$ cat config.mk
export PLATFORM = sky130hd
export DESIGN_NAME = ntl_ctrl
export DESIGN_NICKNAME = d
export VERILOG_FILES = /design/src/ntl_pkg.sv /design/src/ntl_ctrl.sv
export SDC_FILE = /design/constraint.sdc
export NUM_CORES = 1
export LEC_CHECK = 0
export ABC_AREA = 1
export BUFFER_PORTS_ARGS = -buffer_cell sky130_fd_sc_hd__buf_2
export CAP_MARGIN = 40
export CORE_AREA = 4 4 41 43
export CTS_BUF_LIST = sky130_fd_sc_hd__clkbuf_8 sky130_fd_sc_hd__clkbuf_16
export DETAILED_ROUTE_END_ITERATION = 10
export DIE_AREA = 0 0 45 47
export SKIP_LAST_GASP = 1
export SLEW_MARGIN = 5
export SYNTH_ARGS = -nofsm -noshare
export SYNTH_HDL_FRONTEND = slang
export SYNTH_SLANG_ARGS = --single-unit
$ cat constraint.sdc
create_clock -name clock -period 3.95 [get_ports clock]
set_clock_uncertainty 0.15 [all_clocks]
set_input_delay 0.79 -clock clock [delete_from_list [all_inputs] [get_ports clock]]
set_output_delay 0.79 -clock clock [all_outputs]
set_load 0.05 [all_outputs]
$ cat src/ntl_pkg.sv
package ntl_pkg;

   localparam int StampWidth = 64;
   localparam int IndexWidth = 10;
   localparam int CountWidth = 11;

   // request kinds
   localparam logic REQ_LOAD  = 1'b0;
   localparam logic REQ_QUERY = 1'b1;

   // query modes
   localparam logic [1:0] MODE_CLOSEST = 2'd0;
   localparam logic [1:0] MODE_BEFORE  = 2'd1;
   localparam logic [1:0] MODE_AFTER   = 2'd2;
   localparam logic [1:0] MODE_INVALID = 2'd3;

   // result status
   localparam logic [1:0] STATUS_FOUND   = 2'd0;
   localparam logic [1:0] STATUS_NONE    = 2'd1;
   localparam logic [1:0] STATUS_INVALID = 2'd2;

   typedef logic [2:0] slot_type;

   // entries fetched after the search, in issue order
   localparam slot_type SLOT_FIRST  = 3'd0;
   localparam slot_type SLOT_LAST   = 3'd1;
   localparam slot_type SLOT_LOWER  = 3'd2;
   localparam slot_type SLOT_AFTER  = 3'd3;
   localparam slot_type SLOT_BEFORE = 3'd4;

   typedef struct packed {
      logic     load_wr;
      logic     start;
      logic     search;
      logic     fetch_en;
      slot_type fetch_slot;
      logic     compare;
      logic     out_load;
   } ntl_cmd_type;

   typedef struct packed {
      logic search_done;
      logic out_free;
   } ntl_sts_type;

endpackage

$ cat src/ntl_ctrl.sv
module ntl_ctrl (
   input  logic                 clock,
   input  logic                 reset,
   input  logic                 req_valid,
   input  logic                 req_type,
   output logic                 req_stall,
   output ntl_pkg::ntl_cmd_type cmd,
   input  ntl_pkg::ntl_sts_type sts
);

   import ntl_pkg::*;

   localparam logic [2:0] ST_IDLE   = 3'd0;
   localparam logic [2:0] ST_SEARCH = 3'd1;
   localparam logic [2:0] ST_FETCH  = 3'd2;
   localparam logic [2:0] ST_LAND   = 3'd3;
   localparam logic [2:0] ST_DIST   = 3'd4;
   localparam logic [2:0] ST_DONE   = 3'd5;

   logic [2:0] state_ff;
   logic [2:0] state_in;
   slot_type   fetch_slot_ff;
   slot_type   fetch_slot_in;

   assign req_stall = (state_ff != ST_IDLE);

   always_comb begin
      state_in      = state_ff;
      fetch_slot_in = fetch_slot_ff;
      cmd           = '0;
      unique case (state_ff)
         ST_IDLE: begin
            if (req_valid) begin
               if (req_type == REQ_LOAD) begin
                  cmd.load_wr = 1'b1;
               end else begin
                  cmd.start = 1'b1;
                  state_in  = ST_SEARCH;
               end
            end
         end
         ST_SEARCH: begin
            cmd.search = 1'b1;
            if (sts.search_done) begin
               state_in      = ST_FETCH;
               fetch_slot_in = SLOT_FIRST;
            end
         end
         ST_FETCH: begin
            cmd.fetch_en   = 1'b1;
            cmd.fetch_slot = fetch_slot_ff;
            if (fetch_slot_ff == SLOT_BEFORE) begin
               state_in = ST_LAND;
            end else begin
               fetch_slot_in = fetch_slot_ff + 3'd1;
            end
         end
         // last fetched entry lands in its register
         ST_LAND: begin
            state_in = ST_DIST;
         end
         ST_DIST: begin
            cmd.compare = 1'b1;
            state_in    = ST_DONE;
         end
         ST_DONE: begin
            if (sts.out_free) begin
               cmd.out_load = 1'b1;
               state_in     = ST_IDLE;
            end
         end
         default: begin
            state_in = ST_IDLE;
         end
      endcase
   end

   always_ff @(posedge clock) begin
      if (reset) begin
         state_ff      <= ST_IDLE;
         fetch_slot_ff <= SLOT_FIRST;
      end else begin
         state_ff      <= state_in;
         fetch_slot_ff <= fetch_slot_in;
      end
   end

   a_out_load_free: assert property (@(posedge clock) disable iff (reset)
      cmd.out_load |-> sts.out_free)
      else $error("result loaded while output register busy");

   a_search_exit: assert property (@(posedge clock) disable iff (reset)
      (state_ff == ST_SEARCH && sts.search_done) |=> state_ff == ST_FETCH)
      else $error("search finished without moving to fetch");

   a_fetch_exit: assert property (@(posedge clock) disable iff (reset)
      (state_ff == ST_FETCH && fetch_slot_ff == SLOT_BEFORE) |=> state_ff == ST_LAND)
      else $error("fetch sequence did not end after last slot");

   a_query_start: assert property (@(posedge clock) disable iff (reset)
      cmd.start |=> (state_ff == ST_SEARCH && !cmd.out_load))
      else $error("query accepted without entering search");

endmodule

# --- Word-level counts from Yosys, hierarchy flattened ---
# Index checks and enable logic that the tools add are counted.
word_totals:
  reg_bits: 6
  latch_bits: 0
  ramBits: 0
  romBits: 0
  inputBits: 6
  wordCells: 38
  mem_count: 0
op_classes:
  add_sub_neg: 1
  n_mul: 0
  div_mod_pow: 0
  magnitude_cmp: 0
  eq_ne: 12
  shifts: 0
  muxes: 18
  bitwise_logic: 0
  reduce_logical: 5
op_table:
  columns: ["operator", "n"]
  rows:
  - ["$mux W3", 7]
  - ["$pmux W3 S6", 1]
  - ["$ne A2 B2 Y1 const B", 6]
  - ["$eq A3 B3 Y1 const B", 3]
  - ["$eq A3 B2 Y1 const B", 2]
  - ["$mux W1", 6]
  - ["$pmux W3 S2", 1]
  - ["$reduce_and A5 Y1", 1]
  - ["$mux W2", 2]
  - ["$mux W4", 1]
  - ["$add A3 B1 Y3 const B", 1]
  - ["$eq A3 B1 Y1 const B", 1]
  - ["$logic_not A3 Y1", 1]
  - ["$reduce_and A3 Y1", 1]
  - ["$reduce_bool A3 Y1", 1]
  - ["$reduce_bool A2 Y1", 1]

# --- Longest topological paths before layout ---
# Gate-level depths: netlist of run 1.
depth:
  word_depth: 3
  depth_mapped: 9
  mapped_depth_nobuf: 9

# --- Worst setup path before layout of run 1 ---
# No wires, ideal clock.
synth_path:
  path_kind: "input-to-output"
  start: "in sts[0] (netlist bit)"
  end: "out cmd[0] (netlist bit)"
  arrival_ns: 2.268
  required_ns: 3.010
  path_slack_ns: 0.742
  cell_stages: 2
  path_cell_list: "inv_1 -> nor4_1"
synth_lines:
  columns: ["element", "line", "text"]
  rows:
  - ["start: declaration", "ntl_ctrl.sv:8", "input ntl_pkg::ntl_sts_type sts"]
  - ["end: declaration", "ntl_ctrl.sv:7", "output ntl_pkg::ntl_cmd_type cmd,"]

==> out/metrics.cfg, run 1 <==
[outcome]
status = finished, final reports clean

[place]
dp_cells = 93
port_buffers = 15
place_hpwl_um = 726
gp_congestion = 0.772

[pwr]
p_sw_mw = 0.212
share_comb_of_total_power = 0.552
seq_power_share = 0.236
p_sw_frac = 0.515
irDropWorstVdd_uv = 310
p_leak_nw = 0.279
power_frac_clock = 0.212
power_density_nw_per_um2 = 745
p_int_mw = 0.200

[worst_setup_path]
crit_required_ps = 3010
crit_path_max_fanout = 7
cp_slowest_cell = dfxtp_1
slowest_delay_ps = 380
cp-start-kind = flop
worstPathArrival_ps = 1360
end_kind = output port
cp_cell_sequence = nor2_1, nand2_1, nor3b_1, buf_2
critPathKind = flop to output port

[sta]
worst_slew_pin_slew_ps = 303
final_max_slew_viol_count = 0
fmax_ghz = 0.434
hold_viol_final = 0
setup_viol = 0
finalCriticalPeriod_ps = 2300
max-slew-margin-rel = 0.798
fin_tns_setup_ps = 0
rsz0062_at_grt = no
finalCritPeriodShare = 0.583

[detailed_routing]
vias_per_cell = 4.51
first_pass_iters = 3
vias = 433
first_iter_violations = 4
drtAntennaViolNets = 0
wl_per_cell_um = 8.92
drt-total-wl_um = 856
drc = 0

[grt]
overflow = 0
use_met1 = 0.108
grt_pass1_vias = 358
grt_use_total = 0.0928
grt_antenna_before_repair = 0
top_usage_layer = met2
grt_max_degree = 10
grt_pass1_wl_um = 1380
grt_use_met3 = 0.0230
met2_usage = 0.138

[yosys]
synth_edf_count = 0
avgSynthCellArea_um2 = 6.63
synth_seq_area_share = 0.287
yosys.area.top_type = dfxtp_1
syn_inst = 63
synth_top_flop_cell = dfxtp_1
synth.top_cell.area_share = 0.287
synth-seq-cells = 6
synth.area.top_cells = dfxtp_1, nand2_1, nor2_1
async_reset_ff_frac = 0
netlist_area_um2 = 418
yosysMostFrequentCell = nand2_1
yosys.cell_types.count = 17
syn_nets = 71
ys_top_cells_by_count = nand2_1, nor2_1, inv_1
synth_warnings = 0

[clock_network]
cts_tree = yes
cts.sinks = 6
post-cts-setup-buffers = 0
clkTransAtPathRegs_ps = 30
clockBufferDepth = 2
htree_levels = 1
cts_hold_buf = 0
numCtsBuffers = 3
clock_latency_ps = 220
cts-resized-gates = 0
cts_root_buf = clkbuf_8

[floorplan]
io_pins = 16
die_h_um = 47
core_um2 = 1300
rows = 13
die-area_um2 = 2120
start_util = 0.321
die_w_um = 45

[final_layout]
antenna-diode-count = 0
layout-area-overhead-vs-synth_pct = 32.3
fillers = 153
fin_nets = 91
instances_no_fill = 96
drive_gt1_frac = 0.321

[hold_path]
hp-class = flop to flop

[flow_run]
max_cap_violations = 0

[layer usage]
layer / share of wire / up-vias
met4: 0.0093 / 0
met2: 0.50 / 4
met1: 0.46 / 185
met5: 0 / -
li1: - / 242
met3: 0.027 / 2
[power groups by stage]
stage	sequential, mW	combinational, mW	clock, mW
floorplan	0.0940	0.187	0
global placement	0.0985	0.229	0
detailed placement	0.0976	0.229	0
CTS	0.0968	0.230	0.0914
global route	0.0995	0.249	0.0937
finish	0.0973	0.227	0.0871
[sequential cells by signal (all words and copies together), names as in the netlist]
signal	flops
fetch_slot_ff	3
state_ff	3
[critical path: cells and delay by family, from the launching register on]
kind / cells / cell delay (ps)
and+or+nand+nor: 3 / 480
buffers and inverters: 1 / 290
DFF: 1 / 380
[layout make-up]
| cell class | count | area (µm²) | area share |
|---|---|---|---|
| clock buffer | 3 | 41.3 | 0.0747 |
| inverter | 11 | 41.3 | 0.0747 |
| multi-input combinational | 46 | 256 | 0.464 |
| sequential | 6 | 120 | 0.217 |
| tap | 15 | 18.8 | 0.0339 |
| timing repair buffer | 15 | 75.1 | 0.136 |
[cells by family after synthesis]
family | after synthesis | synth area share
xor+xnor | 1 | 0.0210
compound gates | 6 | 0.0749
simple gates | 37 | 0.458
fa+ha+maj | 2 | 0.0599
buf+inv | 11 | 0.0988
flops | 6 | 0.287
[cell usage in the layout (no fill, tap or decap)]
cell type / count
nand2_2: 2
inv_2: 3
nor3b_1: 1
nand2_1: 12
o21ai_0: 2
nand3_1: 5
inv_1: 8
nor4_1: 1
nand3_2: 2
xnor2_1: 1
buf_2: 15
nand4_1: 4
clkbuf_8: 3
nor2_1: 9
a31oi_1: 1
dfxtp_1: 6
ha_1: 2
a21oi_1: 3
nor3_4: 1
[path summary, 6_finish.rpt]
check	startpoint	endpoint	slack [ps]	cells after the start
hold reg to reg	fetch_slot_ff[1]	fetch_slot_ff[1]	330	2
setup reg to reg	fetch_slot_ff[0]	state_ff[0]	2570	9
setup / recovery	state_ff[0]	cmd[8]	1650	4
hold / removal	fetch_slot_ff[1]	fetch_slot_ff[1]	330	2
[metrics by stage]
stage	power (mW)	hold slack [ps]	instance area, µm²	util	worst slack, ps
after CTS	0.418	334	553	0.425	1640
after global placement	0.328	332	512	0.393	1660
after detailed placement	0.327	330	512	0.393	1650
after global routing	0.442	361	553	0.425	1560
final	0.412	331	553	0.425	1650
after floorplan	0.281	300	418	-	742
Power figures use the tool's default switching activity.
==> run 2, diff against run 1 <==
ABC_AREA = 0   (was 1)
clock period = 2 ns   (was 3.95 ns; I/O delays follow)
==> run 2 against run 1 <==
Sequential power rose by 47%. Sequential share of layout area grew 0.058 points. Cell count is 10% lower. Worst setup slack worse by 1500 ps. Sequential cell count unchanged. Total power is 6.5% higher. Critical path type unchanged. Largest power group is now clock.
==> out/metrics.cfg, run 2 <==
[floorplan]
die_w_um = 45  ; unchanged
rows = 13  ; unchanged
io_pins = 16  ; unchanged
die-area_um2 = 2120  ; unchanged
die_h_um = 47  ; unchanged
start_util = 0.343  ; +0.0221
core_um2 = 1300  ; unchanged

[pwr]
irDropWorstVdd_uv = 438  ; +41%
share_comb_of_total_power = 0.271  ; -0.281
power_density_nw_per_um2 = 779  ; +4.6%
p_leak_nw = 0.266  ; -4.5%
power_mw = 0.439  ; +6.5%
p_sw_frac = 0.323  ; -0.192
p_sw_mw = 0.142  ; -33%
power_frac_clock = 0.402  ; +0.190
p_int_mw = 0.297  ; +49%
seq_power_share = 0.326  ; +0.090

[sta]
setup_viol = 0  ; unchanged
hold_viol_final = 0  ; unchanged
worst_slew_pin_slew_ps = 262  ; -41.0 ps
max-slew-margin-rel = 0.826  ; +0.0276
fin_ws_ps = 174  ; -1470 ps
fin_tns_setup_ps = 0  ; unchanged
fmax_ghz = 0.548
finalCriticalPeriod_ps = 1830
rsz0062_at_grt = no
finalCritPeriodShare = 0.913
final_max_slew_viol_count = 0  ; unchanged

[outcome]
status = finished, final reports clean

[detailed_routing]
vias = 414  ; -4.4%
vias_per_cell = 4.81  ; +6.7%
first_pass_iters = 2  ; -1
drtAntennaViolNets = 0  ; unchanged
drt-total-wl_um = 928  ; +8.4%
first_iter_violations = 5  ; +1
drc = 0  ; unchanged
wl_per_cell_um = 10.8  ; +21%

[final_layout]
layout-area-overhead-vs-synth_pct = 26.1
drive_gt1_frac = 0.423  ; +0.102
layout_commonest_cell = buf_2
final_util = 0.433  ; +0.00769
final_cell_mix = buf_2, nor2_1, a21oi_1
fin_nets = 81  ; -11%
top_regs = fetch_slot_ff x3, state_ff x3
instances_no_fill = 86  ; -10%
antenna-diode-count = 0  ; unchanged

[clock_network]
cts.sinks = 6  ; unchanged
clkTransAtPathRegs_ps = 40  ; about the same
clockBufferDepth = 2  ; unchanged
cts_root_buf = clkbuf_8
clock_latency_ps = 220  ; about the same
htree_levels = 1  ; unchanged
numCtsBuffers = 3  ; unchanged
post-cts-setup-buffers = 0  ; unchanged
cts_tree = yes

[yosys]
avgSynthCellArea_um2 = 7.98  ; +20%
syn_nets = 64  ; -9.9%
synth-seq-cells = 6  ; unchanged
ys_top_cells_by_count = nor2_1, a21oi_1, dfxtp_1
synth.area.top_cells = dfxtp_1, a21oi_1, buf_6
yosys.area.top_type = dfxtp_1
yosysMostFrequentCell = nor2_1
synth.top_cell.area_share = 0.269  ; -0.0185
netlist_area_um2 = 447  ; +6.9%
yosys.cell_types.count = 22  ; +5
synth_top_flop_cell = dfxtp_1
async_reset_ff_frac = 0  ; unchanged
synth_warnings = 0  ; unchanged
synth_seq_area_share = 0.269  ; -0.0185
synth_edf_count = 0  ; unchanged
syn_inst = 56  ; -11%

[grt]
grt_use_total = 0.110  ; +0.0173
grt_pass1_vias = 385  ; +7.5%
grt_max_degree = 12  ; +2
overflow = 0  ; unchanged
grt_pass1_wl_um = 1660  ; +20%
grt_antenna_before_repair = 0  ; unchanged

[flow_run]
max_cap_violations = 0  ; unchanged

[place]
gp_congestion = 0.736  ; -4.6%
place_ws_ps = 241  ; -1400 ps
dp_cells = 83  ; -11%
place_hpwl_um = 762  ; +4.9%
port_buffers = 15  ; unchanged

[worst_setup_path]
worstPathArrival_ps = 1280  ; -80 ps
rrSetupSlack_ps = 570  ; -2000 ps
end_kind = output port
cp-start-kind = flop
crit_path_max_fanout = 11  ; +4
crit_required_ps = 1450  ; -1560 ps
critPathKind = flop to output port

[hold_path]
hp-class = input port to flop

==> run 2: cell types whose count changed after synthesis, moves of 4 or more <==
cell | previous run | this run
nor3_1 | 0 | 4
nand4_1 | 4 | 0
inv_1 | 8 | 3
a21oi_1 | 3 | 7
nand2_1 | 12 | 3
==> run 2: worst max-delay path: stages, from the launching register on <==
cell and delay [ps]:
dfxtp_2 430, nor2b_4 220, and3_1 160, buf_2 250
==> run 2: final timing paths <==
kind                                          to        startpoint  depth (start not counted)
worst max-delay path                      cmd[0]       state_ff[0]                          3
worst min register to register  fetch_slot_ff[0]  fetch_slot_ff[0]                          2
worst max register to register  fetch_slot_ff[2]  fetch_slot_ff[0]                          6
worst min-delay path                 state_ff[1]             reset                          2
==> run 2: repair_timing <==
item,in CTS,in global routing
resized for setup,0,3
endpoints found under the setup margin,0,6
hold buffers,0,0
==> run 2: cell type report <==
class,count,area (µm²)
Inverter,3,11.3
Sequential cell,6,123
Tap cell,15,18.8
Clock buffer,3,41.3
Fill cell,143,738
Multi-Input combinational cell,43,287
Timing Repair Buffer,16,82.6
==> run 2: layer usage <==
layer	vias up	GRT usage	part of all wire
met1	183	0.144	0.48
met3	0	0.0345	0.041
met4	0	0.0526	0
li1	225	-	-
met5	-	0	0
met2	6	0.164	0.48
==> run 2: power by group through the flow <==
stage	logic, mW	clock network (mW)	registers [mW]
after CTS	0.119	0.182	0.141
after global placement	0.119	0	0.143
after floorplan	0.112	0	0.131
after global routing	0.130	0.193	0.145
final	0.119	0.177	0.143
after detailed placement	0.119	0	0.143
==> run 2: kinds of logic (layout without fill, tap and decap cells) <==
kind of cell,Yosys count,in the layout,synth area share
AOI/OAI and AO/OA,13,13,0.207
DFF,6,6,0.269
adders and majority gates,2,2,0.0560
and+or+nand+nor,28,28,0.356
buffers and inverters,7,22,0.112
==> run 2: through the flow <==
step	hold slack [ps]	instance area, µm²
global route	303	563
floorplan	310	452
CTS	298	556
global placement	344	514
finish	290	563
detailed placement	345	514
==> run 3, diff against run 2 <==
==> constraint.sdc (replaced) <==
create_clock -name clock -period 2 [get_ports clock]
set_clock_uncertainty 0.15 [all_clocks]
set_input_delay 0.3 -clock clock [delete_from_list [all_inputs] [get_ports clock]]
set_output_delay 0.3 -clock clock [all_outputs]
set_load 0.05 [all_outputs]
==> run 3 against run 2 <==
Hold slack got worse by 110 ps. Highest routed layer is now met4. Total power rose by 1.3%. Critical path type unchanged. Routed wire length rose by 3.3%. Die area unchanged. Critical path depth stayed put. First-iteration DRC count is the same.
==> out/metrics.cfg, run 3 (same netlist as run 2, synthesis figures left out) <==
[sta]
max-slew-margin-rel = 0.653  ; -0.173
hold_viol_final = 0  ; unchanged
finalCritPeriodShare = 0.943  ; +0.0301
hold_ws_ps = 180  ; -110 ps
setup_viol = 0  ; unchanged
rsz0062_at_grt = no
finalCriticalPeriod_ps = 1890  ; +60.3 ps
final_max_slew_viol_count = 0  ; unchanged
worst_slew_pin_slew_ps = 520  ; +259 ps
fmax_ghz = 0.530  ; -3.2%

[worst_setup_path]
cp_slowest_cell = dfxtp_1
worst_r2r_startpoint = state_ff[1]
critPathKind = flop to output port
cp_top_family = flip-flops
path_buf_inv = 1  ; unchanged
slowest_delay_ps = 520  ; +90 ps
cp-start-kind = flop
worstPathArrival_ps = 1440  ; +160 ps
cp-startpoint = state_ff[0]
crit_required_ps = 1550  ; +100 ps
cp_cell_sequence = nor2b_4, nor2b_1, buf_2
end_kind = output port
crit_path_max_fanout = 11  ; unchanged

[outcome]
status = finished, final reports clean

[floorplan]
die_w_um = 45  ; unchanged
die-area_um2 = 2120  ; unchanged
rows = 13  ; unchanged
io_pins = 16  ; unchanged
start_util = 0.343  ; unchanged
die_h_um = 47  ; unchanged
core_um2 = 1300  ; unchanged

[grt]
grt_antenna_before_repair = 0  ; unchanged
grt_use_total = 0.107  ; -0.00334
grt_pass1_vias = 380  ; -1.3%
grt_pass1_wl_um = 1590  ; -4.2%
grt_max_degree = 18  ; +6
overflow = 0  ; unchanged

[clock_network]
numCtsBuffers = 3  ; unchanged
clock_latency_ps = 220  ; about the same
clkTransAtPathRegs_ps = 40  ; about the same
htree_levels = 1  ; unchanged
cts.sinks = 6  ; unchanged
cts_tree = yes
clockBufferDepth = 2  ; unchanged
cts_root_buf = clkbuf_8

[detailed_routing]
drtAntennaViolNets = 0  ; unchanged
wl_per_cell_um = 11.3  ; +4.6%
vias = 407  ; -1.7%
vias_per_cell = 4.79  ; -0.53%
drt-total-wl_um = 959  ; +3.3%
first_pass_iters = 4  ; +2
drc = 0  ; unchanged
first_iter_violations = 5  ; unchanged

[final_layout]
design_area_um2 = 553  ; -1.8%
layout-area-overhead-vs-synth_pct = 23.8
drive_gt1_frac = 0.386  ; -0.0368
fin_nets = 80  ; -1.2%
final_util = 0.425  ; -0.00769
final_cell_mix = buf_2, nor2_1, a21oi_1
antenna-diode-count = 0  ; unchanged
layout_commonest_cell = buf_2
top_regs = fetch_slot_ff x3, state_ff x3

[pwr]
power_density_nw_per_um2 = 803  ; +3.1%
irDropWorstVdd_uv = 298  ; -32%
p_sw_mw = 0.148  ; +4.3%
power_frac_clock = 0.411  ; +0.009
share_comb_of_total_power = 0.267  ; -0.004
p_leak_nw = 0.259  ; -2.7%
p_int_mw = 0.297  ; -0.14%
seq_power_share = 0.322  ; -0.004
p_sw_frac = 0.333  ; +0.00953
power_mw = 0.444  ; +1.3%

[hold_path]
hp-start = reset
hp-class = input port to flop

[place]
port_buffers = 15  ; unchanged
gp_congestion = 0.725  ; -1.5%
place_hpwl_um = 742  ; -2.7%
place_area_um2 = 507  ; -1.5%

[flow_run]
max_cap_violations = 0  ; unchanged

[run 3: cell count changes in the layout (fill, tap and decap cells not counted), sizes merged]
cell  before  now
buf       16   15
[run 3: per-stage QoR]
step	setup WS, ps	TNS, ps	std cells
floorplan	-113	-225	56
global placement	351	0	82
detailed placement	293	0	82
CTS	39.7	0	85
global route	15.0	0	85
finish	113	0	85
[run 3: area by class of cell]
class	instances	area (µm²)
Clock buffer	3	41.3
Fill cell	136	748
Inverter	3	11.3
Multi-Input combinational cell	43	287
Sequential cell	6	120
Tap cell	15	18.8
Timing Repair Buffer	15	75.1
[run 3: path summary, 6_finish.rpt]
path / end / slack, ps / cells after the start
max: cmd[6] / 110 / 3
min: fetch_slot_ff[2] / 180 / 2
max reg2reg: fetch_slot_ff[2] / 480 / 4
min reg2reg: fetch_slot_ff[0] / 350 / 2
[run 3: metal layers]
layer	track usage	wire, µm	vias up	share of wire
li1	-	-	221	-
met1	0.130	438	172	0.46
met2	0.167	460	12	0.48
met3	0.0498	54	2	0.056
met4	0.0351	6	0	0.0063
met5	0	0	-	0
[run 3: power groups by stage]
stage	clock (mW)	combinational [mW]	sequential, mW
3_5_place_dp	0	0.117	0.144
5_1_grt	0.190	0.129	0.145
3_3_place_gp	0	0.116	0.145
4_1_cts	0.188	0.118	0.143
6_report	0.182	0.119	0.143
2_1_floorplan	0	0.112	0.131
[run 3: worst register-to-register path: cells and delay by family, from the launching register on]
kind,cells,cell delay (ps)
compound gates,3,390
flops,1,620
simple gates,1,250
[run 3: what timing repair did]
item                       4_1_cts  5_1_grt
setup endpoints to repair        0        2
hold buffers                     0        0
setup buffers                    0        0
gates resized for setup          0        1
